File: src/hw/rtl/b64e_pkg.sv
// Shared types, constants and the alphabet lookup for the Base64 stream encoder.
`default_nettype none
package b64e_pkg;

    localparam logic [7:0] CHAR_CR  = 8'h0D;
    localparam logic [7:0] CHAR_LF  = 8'h0A;
    localparam logic [6:0] PAD_IDX  = 7'h40;
    localparam logic [4:0] LINE_GROUPS = 5'd19;

    // Group sizes carried with a group command
    localparam logic [1:0] NB_ONE   = 2'd1;
    localparam logic [1:0] NB_TWO   = 2'd2;
    localparam logic [1:0] NB_THREE = 2'd3;

    // Character slots within one group: CR, LF, then four symbols
    localparam logic [2:0] SLOT_CR   = 3'd0;
    localparam logic [2:0] SLOT_LF   = 3'd1;
    localparam logic [2:0] SLOT_S0   = 3'd2;
    localparam logic [2:0] SLOT_S1   = 3'd3;
    localparam logic [2:0] SLOT_S2   = 3'd4;
    localparam logic [2:0] SLOT_S3   = 3'd5;

    typedef struct packed {
        logic [7:0] data_byte;
        logic       last_byte;
    } t_in_item;

    typedef struct packed {
        logic [7:0] out_char;
        logic       last_char;
    } t_out_item;

    typedef struct packed {
        logic [7:0] b0;
        logic [7:0] b1;
        logic [7:0] b2;
        logic [1:0] nbytes;
        logic       crlf;
    } t_grp_cmd;

    // Index 0..63 maps to the standard alphabet, anything above to '='
    function automatic logic [7:0] b64_char(input logic [6:0] idx);
        logic [7:0] c;
        if (idx > 7'd63) begin
            c = 8'h3D;
        end else if (idx < 7'd26) begin
            c = 8'h41 + {1'b0, idx};
        end else if (idx < 7'd52) begin
            c = 8'h61 + {1'b0, idx} - 8'd26;
        end else if (idx < 7'd62) begin
            c = 8'h30 + {1'b0, idx} - 8'd52;
        end else if (idx == 7'd62) begin
            c = 8'h2B;
        end else begin
            c = 8'h2F;
        end
        return c;
    endfunction

endpackage
`default_nettype wire

File: src/hw/rtl/b64e_front.sv
// Front end: collects input bytes into 3-byte groups and issues group commands.
`default_nettype none
module b64e_front (
    input  wire logic              i_clk,
    input  wire logic              i_rst_n,
    input  wire logic              i_cfg_we,
    input  wire logic              i_cfg_wdata,
    input  wire logic              i_push,
    input  wire b64e_pkg::t_in_item i_data,
    input  wire logic              i_cmd_full,
    output logic                   o_full,
    output logic                   o_cmd_push,
    output b64e_pkg::t_grp_cmd     o_cmd
);

    logic        r_line_breaks;
    logic [15:0] r_held;
    logic [15:0] n_held;
    logic [1:0]  r_pos;
    logic [1:0]  n_pos;
    logic [4:0]  r_gol;
    logic [4:0]  n_gol;

    logic [1:0]  pos_eff;
    logic        accept;
    logic        emit;
    logic        line_due;

    assign o_full  = i_cmd_full;
    assign accept  = i_push && !i_cmd_full;
    assign pos_eff = (r_pos == 2'd3) ? 2'd2 : r_pos;
    assign emit    = (pos_eff == 2'd2) || i_data.last_byte;
    assign line_due = (r_gol >= b64e_pkg::LINE_GROUPS);

    assign o_cmd_push = accept && emit;

    always_comb begin
        o_cmd.crlf = line_due && r_line_breaks;
        case (pos_eff)
            2'd0: begin
                o_cmd.b0     = i_data.data_byte;
                o_cmd.b1     = 8'd0;
                o_cmd.b2     = 8'd0;
                o_cmd.nbytes = b64e_pkg::NB_ONE;
            end
            2'd1: begin
                o_cmd.b0     = r_held[15:8];
                o_cmd.b1     = i_data.data_byte;
                o_cmd.b2     = 8'd0;
                o_cmd.nbytes = b64e_pkg::NB_TWO;
            end
            default: begin
                o_cmd.b0     = r_held[15:8];
                o_cmd.b1     = r_held[7:0];
                o_cmd.b2     = i_data.data_byte;
                o_cmd.nbytes = b64e_pkg::NB_THREE;
            end
        endcase
    end

    always_comb begin
        n_held = r_held;
        n_pos  = r_pos;
        n_gol  = r_gol;
        if (accept) begin
            if (emit) begin
                n_held = 16'd0;
                n_pos  = 2'd0;
                if (i_data.last_byte) begin
                    n_gol = 5'd0;
                end else if (line_due) begin
                    n_gol = 5'd1;
                end else begin
                    n_gol = r_gol + 5'd1;
                end
            end else if (pos_eff == 2'd0) begin
                n_held = {i_data.data_byte, 8'd0};
                n_pos  = 2'd1;
            end else begin
                n_held = {r_held[15:8], i_data.data_byte};
                n_pos  = 2'd2;
            end
        end
    end

    always_ff @(posedge i_clk) begin
        if (!i_rst_n) begin
            r_line_breaks <= 1'b0;
            r_held        <= 16'd0;
            r_pos         <= 2'd0;
            r_gol         <= 5'd0;
        end else begin
            if (i_cfg_we) begin
                r_line_breaks <= i_cfg_wdata;
            end
            r_held <= n_held;
            r_pos  <= n_pos;
            r_gol  <= n_gol;
        end
    end

endmodule
`default_nettype wire

File: src/hw/rtl/b64e_cmd_fifo.sv
// Small queue of group commands between the front and back ends.
`default_nettype none
module b64e_cmd_fifo #(
    parameter int DEPTH = 2
) (
    input  wire logic               i_clk,
    input  wire logic               i_rst_n,
    input  wire logic               i_push,
    input  wire b64e_pkg::t_grp_cmd i_cmd,
    input  wire logic               i_pop,
    output logic                    o_full,
    output logic                    o_empty,
    output b64e_pkg::t_grp_cmd      o_cmd
);

    localparam int PW = (DEPTH > 1) ? $clog2(DEPTH) : 1;
    localparam int CW = $clog2(DEPTH + 1);
    localparam logic [PW-1:0] LAST_PTR = PW'(DEPTH - 1);
    localparam logic [CW-1:0] FULL_CNT = CW'(DEPTH);

    b64e_pkg::t_grp_cmd r_mem [DEPTH];
    logic [PW-1:0] r_wptr;
    logic [PW-1:0] r_rptr;
    logic [CW-1:0] r_cnt;
    logic          do_push;
    logic          do_pop;

    assign o_full  = (r_cnt == FULL_CNT);
    assign o_empty = (r_cnt == '0);
    assign o_cmd   = r_mem[r_rptr];
    assign do_push = i_push && !o_full;
    assign do_pop  = i_pop && !o_empty;

    always_ff @(posedge i_clk) begin
        if (do_push) begin
            r_mem[r_wptr] <= i_cmd;
        end
    end

    always_ff @(posedge i_clk) begin
        if (!i_rst_n) begin
            r_wptr <= '0;
            r_rptr <= '0;
            r_cnt  <= '0;
        end else begin
            if (do_push) begin
                r_wptr <= (r_wptr == LAST_PTR) ? '0 : r_wptr + PW'(1);
            end
            if (do_pop) begin
                r_rptr <= (r_rptr == LAST_PTR) ? '0 : r_rptr + PW'(1);
            end
            case ({do_push, do_pop})
                2'b10:   r_cnt <= r_cnt + CW'(1);
                2'b01:   r_cnt <= r_cnt - CW'(1);
                default: r_cnt <= r_cnt;
            endcase
        end
    end

endmodule
`default_nettype wire

File: src/hw/rtl/b64e_back.sv
// Back end: commands to characters in an output register, one per cycle if not stalled.
`default_nettype none
module b64e_back (
    input  wire logic               i_clk,
    input  wire logic               i_rst_n,
    input  wire logic               i_cmd_empty,
    input  wire b64e_pkg::t_grp_cmd i_cmd,
    output logic                    o_cmd_pop,
    input  wire logic               i_pop,
    output logic                    o_empty,
    output b64e_pkg::t_out_item     o_data
);

    logic [2:0]  r_cnt;     // characters already sent from the head command
    logic        r_valid;
    b64e_pkg::t_out_item r_out;

    logic [2:0]  slot;
    logic        load;
    logic        slot_last;
    logic [6:0]  sym_idx;
    b64e_pkg::t_out_item nxt;

    assign o_empty = !r_valid;
    assign o_data  = r_out;
    assign load    = !i_cmd_empty && (!r_valid || i_pop);
    assign slot    = i_cmd.crlf ? r_cnt : r_cnt + 3'd2;
    assign slot_last = (slot == b64e_pkg::SLOT_S3);
    assign o_cmd_pop = load && slot_last;

    always_comb begin
        case (slot)
            b64e_pkg::SLOT_S0: sym_idx = {1'b0, i_cmd.b0[7:2]};
            b64e_pkg::SLOT_S1: sym_idx = {1'b0, i_cmd.b0[1:0], i_cmd.b1[7:4]};
            b64e_pkg::SLOT_S2: sym_idx = (i_cmd.nbytes == b64e_pkg::NB_ONE) ?
                                         b64e_pkg::PAD_IDX :
                                         {1'b0, i_cmd.b1[3:0], i_cmd.b2[7:6]};
            default:           sym_idx = (i_cmd.nbytes != b64e_pkg::NB_THREE) ?
                                         b64e_pkg::PAD_IDX :
                                         {1'b0, i_cmd.b2[5:0]};
        endcase
    end

    always_comb begin
        nxt.last_char = slot_last;
        case (slot)
            b64e_pkg::SLOT_CR: nxt.out_char = b64e_pkg::CHAR_CR;
            b64e_pkg::SLOT_LF: nxt.out_char = b64e_pkg::CHAR_LF;
            default:           nxt.out_char = b64e_pkg::b64_char(sym_idx);
        endcase
    end

    always_ff @(posedge i_clk) begin
        if (load) begin
            r_out <= nxt;
        end
    end

    always_ff @(posedge i_clk) begin
        if (!i_rst_n) begin
            r_cnt   <= 3'd0;
            r_valid <= 1'b0;
        end else begin
            if (load) begin
                r_valid <= 1'b1;
                r_cnt   <= slot_last ? 3'd0 : r_cnt + 3'd1;
            end else if (i_pop) begin
                r_valid <= 1'b0;
            end
        end
    end

endmodule
`default_nettype wire

File: src/hw/rtl/base64_stream_encoder.sv
// Base64 stream encoder with optional 76-character line breaks.
//
// Input queue side: one raw byte per beat with a last-byte flag, taken when
// push is high and full is low. Output queue side: one character per beat
// on o_data while empty is low, taken when pop is high. i_cfg_we with
// i_cfg_wdata sets line breaks (CR LF after every 19 groups, 76 characters).
// The front end accepts one byte per cycle while the command queue is not
// full and packs 3-byte groups; each finished group (or the last byte of a
// message) becomes a command in a CMD_DEPTH-entry queue. The back end
// sends 4 characters per group, 6 when CR LF goes first, at one character
// per cycle while the receiver pops; the output character rate sets throughput.
// The byte that completes a group writes its command into the queue, and
// the first character loads from there into the output register when free.
// When the receiver stalls the output register holds its character, the
// command queue fills and full rises; bytes that only join a group are
// still taken until then. Synchronous reset empties the queue and output,
// clears the held group and line count and turns line breaks off.
`default_nettype none
module base64_stream_encoder #(
    parameter int CMD_DEPTH = 2
) (
    input  wire logic                i_clk,
    input  wire logic                i_rst_n,
    input  wire logic                i_cfg_we,
    input  wire logic                i_cfg_wdata,
    input  wire logic                push,
    output logic                     full,
    input  wire b64e_pkg::t_in_item  i_data,
    output logic                     empty,
    input  wire logic                pop,
    output b64e_pkg::t_out_item      o_data
);

    logic               cmd_push;
    logic               cmd_pop;
    logic               cmd_full;
    logic               cmd_empty;
    b64e_pkg::t_grp_cmd cmd_in;
    b64e_pkg::t_grp_cmd cmd_out;

    b64e_front u_front (
        .i_clk       (i_clk),
        .i_rst_n     (i_rst_n),
        .i_cfg_we    (i_cfg_we),
        .i_cfg_wdata (i_cfg_wdata),
        .i_push      (push),
        .i_data      (i_data),
        .i_cmd_full  (cmd_full),
        .o_full      (full),
        .o_cmd_push  (cmd_push),
        .o_cmd       (cmd_in)
    );

    b64e_cmd_fifo #(
        .DEPTH (CMD_DEPTH)
    ) u_fifo (
        .i_clk   (i_clk),
        .i_rst_n (i_rst_n),
        .i_push  (cmd_push),
        .i_cmd   (cmd_in),
        .i_pop   (cmd_pop),
        .o_full  (cmd_full),
        .o_empty (cmd_empty),
        .o_cmd   (cmd_out)
    );

    b64e_back u_back (
        .i_clk       (i_clk),
        .i_rst_n     (i_rst_n),
        .i_cmd_empty (cmd_empty),
        .i_cmd       (cmd_out),
        .o_cmd_pop   (cmd_pop),
        .i_pop       (pop),
        .o_empty     (empty),
        .o_data      (o_data)
    );

endmodule
`default_nettype wire

File: config.mk
export PLATFORM = sky130hd
export DESIGN_NAME = base64_stream_encoder
export DESIGN_NICKNAME = d
export VERILOG_FILES = /design/src/hw/rtl/b64e_pkg.sv /design/src/hw/rtl/b64e_front.sv /design/src/hw/rtl/b64e_cmd_fifo.sv /design/src/hw/rtl/b64e_back.sv /design/src/hw/rtl/base64_stream_encoder.sv
export SDC_FILE = /design/constraint.sdc
export NUM_CORES = 1
export LEC_CHECK = 0
export ABC_AREA = 1
export BUFFER_PORTS_ARGS = -buffer_cell sky130_fd_sc_hd__buf_4
export CAP_MARGIN = 15
export CORE_MARGIN = 3
export CORE_UTILIZATION = 40
export CTS_CLUSTER_DIAMETER = 50
export CTS_CLUSTER_SIZE = 10
export DETAILED_ROUTE_END_ITERATION = 16
export GPL_ROUTABILITY_DRIVEN = 0
export GPL_TIMING_DRIVEN = 0
export SETUP_SLACK_MARGIN = 0.3
export SYNTH_ARGS = -nofsm -noshare
export SYNTH_HDL_FRONTEND = slang
export SYNTH_SLANG_ARGS = --single-unit
File: constraint.sdc
create_clock -name i_clk -period 3.2 [get_ports i_clk]
set_input_delay 0.64 -clock i_clk [delete_from_list [all_inputs] [get_ports i_clk]]
set_output_delay 0.64 -clock i_clk [all_outputs]
set_load 0.005 [all_outputs]
Word-level counts from Yosys, hierarchy flattened
Memories as Yosys holds them, arrays and structs flattened. A register that Yosys moved wholly into a read port is not among the register bits.
Cells that the tools add are included.
{"block": "totals", "elab_cells": 92, "reg_bits": 41, "ramBits": 54, "input_bits": 15, "output_inout_bits": 11, "n_memories": 1}
{"memory": "u_fifo.r_mem", "words": 2, "word_bits": 27, "rd": 1, "rd_ports_with_merged_regs": 1, "write_ports": 1, "line_no": "b64e_cmd_fifo.sv:21", "source": "b64e_pkg::t_grp_cmd r_mem [DEPTH];"}
{"block": "op_classes", "n_reduce_logical": 20, "order_cmp": 5, "n_eq_ne": 14, "n_mux": 28, "addsub": 12}
{"cell": "case mux 26 bit (2 select lines)", "n": 1}
{"cell": "2-to-1 mux 16 bit", "n": 2}
{"cell": "2-to-1 mux 8 bit", "n": 4}
{"cell": "case mux 7 bit (3 select lines)", "n": 1}
{"cell": "adder 7 x 7 -> 8 bit, first input constant", "n": 2}
{"cell": "case mux 8 bit (2 select lines)", "n": 1}
{"cell": "less-than comparator 7 x 6 -> 1 bit, second input constant", "n": 2}
{"cell": "2-to-1 mux 7 bit", "n": 2}
{"cell": "2-to-1 mux 5 bit", "n": 2}
{"cell": "2-to-1 mux 3 bit", "n": 3}
{"cell": "adder 6 x 7 -> 8 bit, first input constant", "n": 1}
{"cell": "== test 2 bit, second input constant", "n": 4}
{"cell": "2-to-1 mux 1 bit", "n": 8}
{"cell": "subtractor 8 x 5 -> 8 bit, second input constant", "n": 1}
{"cell": "subtractor 8 x 6 -> 8 bit, second input constant", "n": 1}
{"cell": "== test 7 x 6 -> 1 bit, second input constant", "n": 1}
{"cell": "greater-than comparator 7 x 6 -> 1 bit, second input constant", "n": 1}
{"cell": "logical AND 1 bit", "n": 7}
{"cell": "less-than comparator 7 x 5 -> 1 bit, second input constant", "n": 1}
{"cell": "== test 2 x 1 -> 1 bit, second input constant", "n": 3}
{"cell": "== test 3 x 2 -> 1 bit, second input constant", "n": 2}
{"cell": "== test 3 bit, second input constant", "n": 2}
{"cell": "2-to-1 mux 2 bit", "n": 3}
{"cell": "nonzero test 2 bit", "n": 3}
{"cell": "15 further kinds", "n": 21}

Logic depth before layout (Yosys ltp)
Gate-level depths: netlist of run 1.
{"block": "logic_depth", "ltp_word": 11, "ltp_mapped": 19, "mapped_depth_nobuf": 19}

By module
Synthesis of run 1 repeated with hierarchy kept, for this count alone.
{"block": "unflattened", "hier_cells": 535, "hier_area_um2": 4958.5}
{"module": "b64e_cmd_fifo", "cells_per_inst": 124, "seq_area_each_um2": 1721.7, "area_per_inst_um2": 2301.0, "instances": 1}
{"module": "b64e_back", "cells_per_inst": 215, "seq_area_each_um2": 350.3, "area_per_inst_um2": 1361.3, "instances": 1}
{"module": "b64e_front", "cells_per_inst": 196, "seq_area_each_um2": 480.5, "area_per_inst_um2": 1296.2, "instances": 1}

Least setup slack after synthesis of run 1
OpenSTA, ideal clock, no wires.
{"block": "synth_path", "kind": "input -> register", "from": "in i_data[0] in the netlist's numbering", "to": "mem u_fifo.r_mem[1][0] in the netlist's numbering, enable pin", "t_arrival_ps": 2552, "n_path_buf": 1, "setup_time_ps": 412, "required_time_ps": 2788, "path_stages": 5, "path_slack_ps": 236, "path_cell_list": "clkbuf_1 > nor2_1 > nor2_1 > clkinv_1 > nor2_1"}
{"block": "synth_via", "elab_chain_len": 5}
{"element": "start, declared", "line_no": "base64_stream_encoder.sv:28", "source": "input wire b64e_pkg::t_in_item i_data,"}
{"element": "logical OR 1 bit", "line_no": "b64e_front.sv:32", "source": "assign emit = (pos_eff == 2'd2) || i_data.last_byte;"}
{"element": "logical AND 1 bit", "line_no": "b64e_front.sv:35", "source": "assign o_cmd_push = accept && emit;"}
{"element": "logical AND 1 bit", "line_no": "b64e_cmd_fifo.sv:31", "source": "assign do_push = i_push && !o_full;"}
{"element": "2-to-1 mux 1 bit", "line_no": "b64e_cmd_fifo.sv:35", "source": "if (do_push) begin"}
{"element": "2-to-1 mux 1 bit (not written as such)", "line_no": "b64e_cmd_fifo.sv:36", "source": "r_mem[r_wptr] <= i_cmd;"}
{"element": "end, declared", "line_no": "b64e_cmd_fifo.sv:21"}
Every way passes these cells.

==> results of run 1 <==
-- layout make-up --
cell class	instances	area (sq um)
well taps	143	178.9
repair buffers	26	202.7
multi-input cells	397	1979
inverters	59	226.5
clock inverters	7	86.33
clock buffers	9	225.2
flip-flops and latches	96	2552
fillers	1143	6080
plain buffers	16	82.58
-- worst max path at each step --
stage                    startpoint                 end  slack, ns  cells after the start
CTS                 u_back.r_cnt[0]    u_back.o_data[5]       0.50                     14
finish              u_back.r_cnt[0]    u_back.o_data[5]       0.59                     14
global placement          i_data[0]  u_fifo.r_mem[1][4]      -0.05                      5
global route        u_back.r_cnt[0]    u_back.o_data[5]       0.37                     14
detailed placement              pop     u_fifo.r_cnt[1]       0.24                     10
floorplan                 i_data[0]  u_fifo.r_mem[1][0]       0.67                      5
-- critical path, delay by kind of cell (launching register included) --
family	cells	cell delay [ns]
AOI/OAI and AO/OA	2	0.40
xor gates and xnor gates	1	0.18
adders and majority gates	1	0.21
buffers and inverters	2	0.30
DFF	1	0.33
and+or+nand+nor	8	1.03
-- through the flow --
step / total power, mW / util [%]
after floorplan: 1.819 / -
after global placement: 1.959 / 44.72
after detailed placement: 1.972 / 44.89
after CTS: 3.079 / 47.58
after global routing: 3.207 / 47.65
final: 3.060 / 47.65
-- state kept, by name (all words and copies together), names as in the netlist, 2 cells and up, named ones only --
name and count:
u_back.r_cnt 3, u_fifo.r_mem 54, u_back.o_data 9, u_front.r_held 16, u_fifo.r_cnt 2, u_front.r_gol 5
u_front.r_pos 2
-- synth_stat cells, drive strengths merged, types with 2 or more instances --
cell	count	area share, %
a21oi	35	3.9
buf	5	0.83
clkbuf	11	0.85
clkinv	5	0.49
dfxtp	33	14
edfxtp	63	39
ha	9	2.3
inv	54	4.2
nand2	206	18
nand3	32	3.8
nand4	9	1.2
nor2	56	5.6
nor3	3	0.31
o21ai	28	2.9
o21bai	2	0.31
xor2	7	1.3
-- where the power goes --
group	internal [mW]	switching, mW	total [mW]
Combinational	0.179	0.350	0.528
Clock	0.622	0.490	1.11
Sequential	1.40	0.0206	1.42
Total	2.20	0.860	3.06
-- kinds of logic (layout without fill, tap and decap cells) --
| family | after synthesis | count (layout) |
|---|---|---|
| other | 1 | 1 |
| adders and majority gates | 9 | 9 |
| muxes | 1 | 1 |
| DFF | 96 | 96 |
| xor gates and xnor gates | 8 | 8 |
| buffers and inverters | 75 | 117 |
| AOI/OAI and AO/OA | 69 | 69 |
| and+or+nand+nor | 309 | 309 |
-- routing by layer --
metal,GRT usage (%),part of all wire [%]
met1,21.90,48
met2,26.01,46
met3,3.708,4.2
met4,4.950,2.0
met5,0,0
-- what timing repair did --
action / 4_1_cts / 5_1_grt
endpoints found under the hold margin: 0 / 0
setup endpoints to repair: 0 / 2
gates resized for setup: 0 / 2
==> results.ini, run 1 <==
[global_route]
grt_pass1_wl_um=17140
overflow=0
grt_use_total_pct=16.18
antenna_found_initial=0
grt_max_degree=29
first_global_vias=3538

[clock_network]
insertion_delay_ns=0.34
cts_setup_buffers=0
numCtsBuffers=9
cts_tree=yes
clock_path_buffers=2
htree_levels=3
postCtsHoldBufs=0
path_clk_slew_ns=0.07
cts.sinks=96
cts_root_buf=clkbuf_16

[sta]
clock.fmax_ghz=0.3831
fin_crit_sh_pct=81.57
rsz0062_at_grt=false
tns_ns=0
worst_slew_pin_slew_ns=0.8431
finalWorstSetupSlack_ns=0.5898
hold_violations=0
fin_crit_ns=2.610
setup-violations-final=0
hold_ws_ns=0.4492
skew_ns=0.01007
drv_slew=0
slew_headroom_pct=43.66

[place]
place_area_sq_um=5214
placed_cells=736
io_buffers=24
post-dp-hpwl_um=7650
dp_slack_ns=0.2428

[logic_synthesis]
synthSimpleGateAreaFrac_pct=28.78
yosysWarnings=0
synth_area_sq_um=4830
synth_mux_area_share_pct=0.2073
synth_compound_area_share_pct=7.927
avgSynthCellArea_sq_um=8.503
synth-main-ff-cell=edfxtp_1
yosysSeqAreaShare_pct=52.85
synth_cells=568
synth-seq-cells=96
synth_xor_area_share_pct=1.451
synth_top_family_by_area=simple AND/OR/NAND/NOR gates
synth_nets=592
ys_types=38
synthArstFlopShare_pct=0
synth_fa_ha_area_share_pct=2.332
synth_edf_count=63

[cells_and_area]
diodes=0
layout.nets=629
final_cell_mix=189 x nand2_1, 63 x edfxtp_1, 47 x inv_1
layout_commonest_cell=nand2_1
drive_gt1_share_pct=15.08
area_growth_pct=14.59
finalNonFillerCells=753
post-route-cell-area_sq_um=5534

[setup_path]
crit_chain=clkbuf_2 -> nor2_1 -> nand3_1 -> nand2_1 -> nor2_1 -> nand2_2 -> inv_2 -> ha_1 -> o21bai_1 -> xor2_1 -> nand2_1 -> nand2_1 -> nand2_1 -> a21oi_1
critPathMaxFanout=10
regToRegStartpoint=u_back.r_cnt[0]
arrival_ns=2.79
startpoint_type=flop
criticalPathCategory=reg2reg
cp-end-kind=flop
rrSetupSlack_ns=0.59
slowest_stage=nor2_1
cp.required_ns=3.38
rr_endpoint=u_back.o_data[5]
cp_slowest_stage_delay_ns=0.42
reg2reg_depth=14
crit_path_frequent_cell=nand2_1

[floorplan]
die_area_sq_um=13430
start_util_pct=41.59
core_area_sq_um=11610
fp.dieW_um=115.9
ios=26
die_height_um=115.9
rows=39

[route]
vias_per_cell=4.916
drtPass1Iterations=4
drc=0
via_count=3702
ant_nets=0
avgRoutedWirePerCell_um=13.64
wl_um=10270
first_iter_violations=335

[power]
irDropWorstVdd_mv=0.3929
powerDensity_nw_per_um2=552.9
p_leak_nw=2.369

[worst_hold_path]
min_to=u_front.r_held[12]
hold_path_startpoint=u_front.r_held[12]
hold_depth=2
hold_path_class=reg2reg

[outcome]
outcome=completed

[run]
drv_cap=0

No activity file was read; power rests on OpenSTA's default activity.
==> run 2: changes to the inputs <==
clock period = 2.61 ns   (was 3.2 ns; I/O delays follow)
==> run 2 against run 1 <==
Effect of this change: clock-buffer cell count unchanged; register-to-register slack got worse by 0.34 ns; utilization increased by 5.1 points; via count increased by 6.6%; sequential share of layout area decreased by 4.3 points; critical path depth increased by 3; non-clock buffer count increased by 36; critical path type unchanged; largest power group unchanged.
==> results.ini, run 2 (same netlist as run 1, synthesis figures left out) <==
[power]
p_leak_nw=2.624  ; +11%
irDropWorstVdd_mv=0.4844  ; +23%
powerDensity_nw_per_um2=650.6  ; +18%
total_power_mw=3.983  ; +30%

[clock_network]
path_clk_slew_ns=0.07  ; about the same
cts_root_buf=clkbuf_16
cts_tree=yes
insertion_delay_ns=0.34  ; about the same
htree_levels=3  ; unchanged
postCtsHoldBufs=0  ; unchanged
cts.sinks=96  ; unchanged
clock_path_buffers=2  ; unchanged
numCtsBuffers=9  ; unchanged

[global_route]
overflow=0  ; unchanged
grt_use_total_pct=16.59  ; +0.41 points
first_global_vias=3599  ; +1.7%
antenna_found_initial=0  ; unchanged
grt_pass1_wl_um=17550  ; +2.4%
grt_max_degree=19  ; -34%

[route]
vias_per_cell=4.996  ; +1.6%
wl_um=11260  ; +9.6%
first_iter_violations=290  ; -13%
avgRoutedWirePerCell_um=14.25  ; +4.5%
drc=0  ; unchanged
ant_nets=0  ; unchanged
drtPass1Iterations=5  ; +1
via_count=3947  ; +6.6%

[cells_and_area]
final_cell_mix=176 x nand2_1, 63 x edfxtp_1, 56 x buf_4
layout_commonest_cell=nand2_1
fill_cells=1066  ; -6.7%
largest-register=u_fifo.r_mem
largest_reg_flops=54  ; unchanged
drive_gt1_share_pct=27.05  ; +12 points
area_growth_pct=26.76
layout.nets=666  ; +5.9%
finalNonFillerCells=790  ; +4.9%
diodes=0  ; unchanged

[setup_path]
criticalPathCategory=reg2reg
cp-end-kind=flop
crit_chain=inv_2 -> nand2_4 -> nand3_4 -> nand2_4 -> nand2_2 -> inv_2 -> nor2_8 -> nand3_1 -> nand2_4 -> inv_4 -> ha_4 -> o21bai_2 -> xor2_1 -> nand2_1 -> nand2_1 -> nand2_1 -> a21oi_2
critPathMaxFanout=6  ; -4
slowest_stage=edfxtp_1
cp.required_ns=2.81  ; -0.57 ns
startpoint_type=flop
arrival_ns=2.56  ; -0.23 ns
cp_slowest_stage_delay_ns=0.44  ; +0.02 ns

[sta]
hold_violations=0  ; unchanged
slew_headroom_pct=61.81  ; +18 points
skew_ns=0.009469  ; -0.0005986 ns
fin_crit_sh_pct=90.36  ; +8.8 points
tns_ns=0  ; unchanged
clock.fmax_ghz=0.4240  ; +11%
worst_slew_pin_slew_ns=0.5707  ; -0.2724 ns
setup-violations-final=0  ; unchanged
fin_crit_ns=2.358  ; -0.2519 ns
hold_ws_ns=0.3504  ; -0.09887 ns
rsz0062_at_grt=true
drv_slew=0  ; unchanged

[floorplan]
core_area_sq_um=11610  ; unchanged
die_area_sq_um=13430  ; unchanged
ios=26  ; unchanged
start_util_pct=41.59  ; unchanged
fp.dieW_um=115.9  ; unchanged
rows=39  ; unchanged
die_height_um=115.9  ; unchanged

[outcome]
outcome=completed

[worst_hold_path]
hold_path_class=in2reg

[place]
post-dp-hpwl_um=7650  ; unchanged
io_buffers=24  ; unchanged
placed_cells=736  ; unchanged

[run]
drv_cap=0  ; unchanged

-- run 2: worst paths after layout --
path	start	to	slack, ns	cells after the start
max	u_fifo.r_mem[1][0]	u_back.o_data[5]	0.25	17
min	i_cfg_we	u_front.r_line_breaks	0.35	2
max reg2reg	u_fifo.r_mem[1][0]	u_back.o_data[5]	0.25	17
min reg2reg	u_front.r_held[12]	u_front.r_held[12]	0.45	2
-- run 2: per-stage QoR --
| step | cell area, sq um | setup WS (ns) | util, % |
|---|---|---|---|
| final | 6122 | 0.2517 | 52.71 |
| after global routing | 6122 | 0.08933 | 52.71 |
| after CTS | 5642 | 0.09061 | 48.58 |
| after detailed placement | 5214 | -0.2292 | 44.89 |
| after global placement | 5194 | -0.5180 | 44.72 |
| after floorplan | 4835 | 0.1990 | - |
-- run 2: critical path: cells and delay by family, from the launching register on --
family	cells	cell delay, ns
compound gates	2	0.27
xor+xnor	1	0.18
fa+ha+maj	1	0.16
buf+inv	3	0.22
flops	1	0.44
simple gates	10	0.96
-- run 2: where the power goes --
part | leakage [nW] | internal, mW | switching [mW] | total [mW]
Clock | 0.150 | 0.763 | 0.608 | 1.37
Sequential | 0.846 | 1.71 | 0.0271 | 1.74
Combinational | 1.63 | 0.352 | 0.519 | 0.871
Total | 2.62 | 2.83 | 1.15 | 3.98
-- run 2: routing by layer --
metal,share of wire (%),vias to the layer above,GRT usage [%]
li1,-,1999,-
met1,45,1848,22.27
met2,49,80,27.20
met3,4.0,20,3.603
met4,1.9,0,4.718
met5,0,-,0
-- run 2: timing repair --
item | 4_1_cts | 5_1_grt
cloned | 1 | 1
pin swaps | 7 | 29
endpoints found under the hold margin | 0 | 0
setup endpoints to repair | 49 | 63
resized for setup | 18 | 62
buffers inserted | 8 | 28
-- run 2: layout make-up --
type	instances	area (sq um)	share of cell area, %
Buffer	16	97.59	1.594
Clock buffer	9	225.2	3.679
Clock inverter	7	86.33	1.410
Inverter	59	240.2	3.924
Multi-Input combinational cell	398	2230	36.42
Sequential cell	96	2561	41.84
Tap cell	143	178.9	2.923
Timing Repair Buffer	62	503.0	8.216
==> run 3: changes to the inputs <==
MAX_ROUTING_LAYER = met4   (was default)
==> run 3 against run 2 <==
Effect of this change: clock skew shrank 0.00077 ns; combinational power about the same; sequential power is essentially flat; clock-buffer cell count did not move; sequential share of layout area decreased by 0.10 points; die area stayed put; critical path type unchanged; largest cell class unchanged; largest power group unchanged; highest routed layer unchanged.
==> results.ini, run 3 (same netlist as run 1, synthesis figures left out) <==
[outcome]
outcome=completed

[sta]
fin_crit_ns=2.359  ; +0.001087 ns
slew_headroom_pct=62.56  ; +0.74 points
clock.fmax_ghz=0.4238  ; about the same
skew_ns=0.008697  ; -0.0007715 ns
hold_violations=0  ; unchanged
setup-violations-final=0  ; unchanged
worst_slew_pin_slew_ns=0.5596  ; -0.01110 ns
rsz0062_at_grt=true
tns_ns=0  ; unchanged
drv_slew=0  ; unchanged
fin_crit_sh_pct=90.40  ; about the same

[floorplan]
die_area_sq_um=13430  ; unchanged
core_area_sq_um=11610  ; unchanged
fp.dieW_um=115.9  ; unchanged
start_util_pct=41.59  ; unchanged
ios=26  ; unchanged
die_height_um=115.9  ; unchanged
rows=39  ; unchanged

[clock_network]
numCtsBuffers=9  ; unchanged
htree_levels=3  ; unchanged
cts_tree=yes
cts.sinks=96  ; unchanged
path_clk_slew_ns=0.07  ; about the same
insertion_delay_ns=0.34  ; about the same
cts_root_buf=clkbuf_16
clock_path_buffers=2  ; unchanged

[setup_path]
slowest_stage=edfxtp_1
criticalPathCategory=reg2reg
startpoint_type=flop
crit_chain=inv_2 -> nand2_4 -> nand3_4 -> nand2_4 -> nand2_2 -> inv_2 -> nor2_8 -> nand3_1 -> nand2_4 -> inv_4 -> ha_4 -> o21bai_2 -> xor2_1 -> nand2_1 -> nand2_1 -> nand2_1 -> a21oi_2
cp.required_ns=2.81  ; about the same
arrival_ns=2.56  ; about the same
critPathMaxFanout=6  ; unchanged
cp-end-kind=flop
cp_slowest_stage_delay_ns=0.44  ; about the same

[cells_and_area]
layout.nets=668  ; +0.30%
drive_gt1_share_pct=27.27  ; +0.22 points
post-route-cell-area_sq_um=6137  ; +0.25%
largest-register=u_fifo.r_mem
multi_input_area_sq_um=2230  ; unchanged
final_cell_mix=176 x nand2_1, 63 x edfxtp_1, 58 x buf_4
seqCellArea_sq_um=2561  ; unchanged
area_growth_pct=27.07
diodes=0  ; unchanged
largest_reg_flops=54  ; unchanged
layout_commonest_cell=nand2_1
utilization_pct=52.84  ; +0.13 points
fill_cells=1067  ; +0.094%

[global_route]
first_global_vias=3601  ; +0.056%
grt_max_degree=19  ; unchanged
overflow=0  ; unchanged
grt_use_total_pct=17.04  ; +0.45 points
grt_pass1_wl_um=17520  ; -0.15%
antenna_found_initial=0  ; unchanged

[power]
irDropWorstVdd_mv=0.4821  ; -0.48%
p_leak_nw=2.633  ; +0.35%
powerDensity_nw_per_um2=649.5  ; -0.17%

[route]
drtPass1Iterations=5  ; unchanged
wl_um=11290  ; +0.22%
avgRoutedWirePerCell_um=14.25  ; about the same
drc=0  ; unchanged
via_count=3958  ; +0.28%
vias_per_cell=4.997  ; about the same
first_iter_violations=338  ; +17%
ant_nets=0  ; unchanged

[place]
post-dp-hpwl_um=7650  ; unchanged
io_buffers=24  ; unchanged
place_area_sq_um=5214  ; unchanged

[worst_hold_path]
hold_path_class=in2reg

[run]
drv_cap=0  ; unchanged

run 3: layout make-up:
type / instances / share of cell area, %
flip-flops and latches: 96 / 41.73
multi-input cells: 398 / 36.33
repair buffers: 64 / 8.440
inverters: 59 / 3.914
clock buffers: 9 / 3.670
well taps: 143 / 2.915
plain buffers: 16 / 1.590
clock inverters: 7 / 1.407
run 3: worst paths after layout:
check	start	slack, ns	cells past startpoint	end
max	u_fifo.r_mem[1][0]	0.25	17	u_back.o_data[5]
max reg2reg	u_fifo.r_mem[1][0]	0.25	17	u_back.o_data[5]
min	i_cfg_we	0.35	2	u_front.r_line_breaks
min reg2reg	u_front.r_held[12]	0.45	2	u_front.r_held[12]
run 3: timing repair:
| item | CTS | global route |
|---|---|---|
| resized for setup | 18 | 62 |
| hold buffers | 0 | 0 |
| buffers inserted | 8 | 30 |
| setup endpoints to repair | 49 | 63 |
| pin swaps | 7 | 29 |
| gates cloned | 1 | 1 |
run 3: worst max-delay path: cells and delay by family (launching register included):
kind | cells | cell delay [ns]
DFF | 1 | 0.44
and+or+nand+nor | 10 | 0.96
buffers and inverters | 3 | 0.22
adders and majority gates | 1 | 0.16
xor gates and xnor gates | 1 | 0.17
AOI/OAI and AO/OA | 2 | 0.27
run 3: stage by stage:
| stage | total power [mW] | setup WS (ns) | cells | hold WS [ns] |
|---|---|---|---|---|
| after floorplan | 2.230 | 0.1990 | 568 | 0.4239 |
| after detailed placement | 2.418 | -0.2292 | 736 | 0.4403 |
| after global routing | 4.162 | 0.08936 | 792 | 0.3555 |
| after CTS | 3.805 | 0.09061 | 761 | 0.3443 |
| after global placement | 2.402 | -0.5180 | 735 | 0.4351 |
| final | 3.986 | 0.2506 | 792 | 0.3488 |
run 3: per-layer routing:
| layer | wire length [um] | up-vias | track usage (%) |
|---|---|---|---|
| met5 | 0 | - | - |
| met4 | 218 | 0 | 4.718 |
| met3 | 513 | 21 | 3.290 |
| met2 | 5517 | 94 | 27.23 |
| met1 | 5037 | 1838 | 22.27 |
| li1 | - | 2005 | - |
run 3: where the power goes:
| part | switching (mW) | leakage [nW] | internal, mW | total [mW] |
|---|---|---|---|---|
| Combinational | 0.520 | 1.64 | 0.355 | 0.874 |
| Sequential | 0.0274 | 0.846 | 1.71 | 1.74 |
| Clock | 0.608 | 0.150 | 0.763 | 1.37 |
| Total | 1.15 | 2.63 | 2.83 | 3.99 |
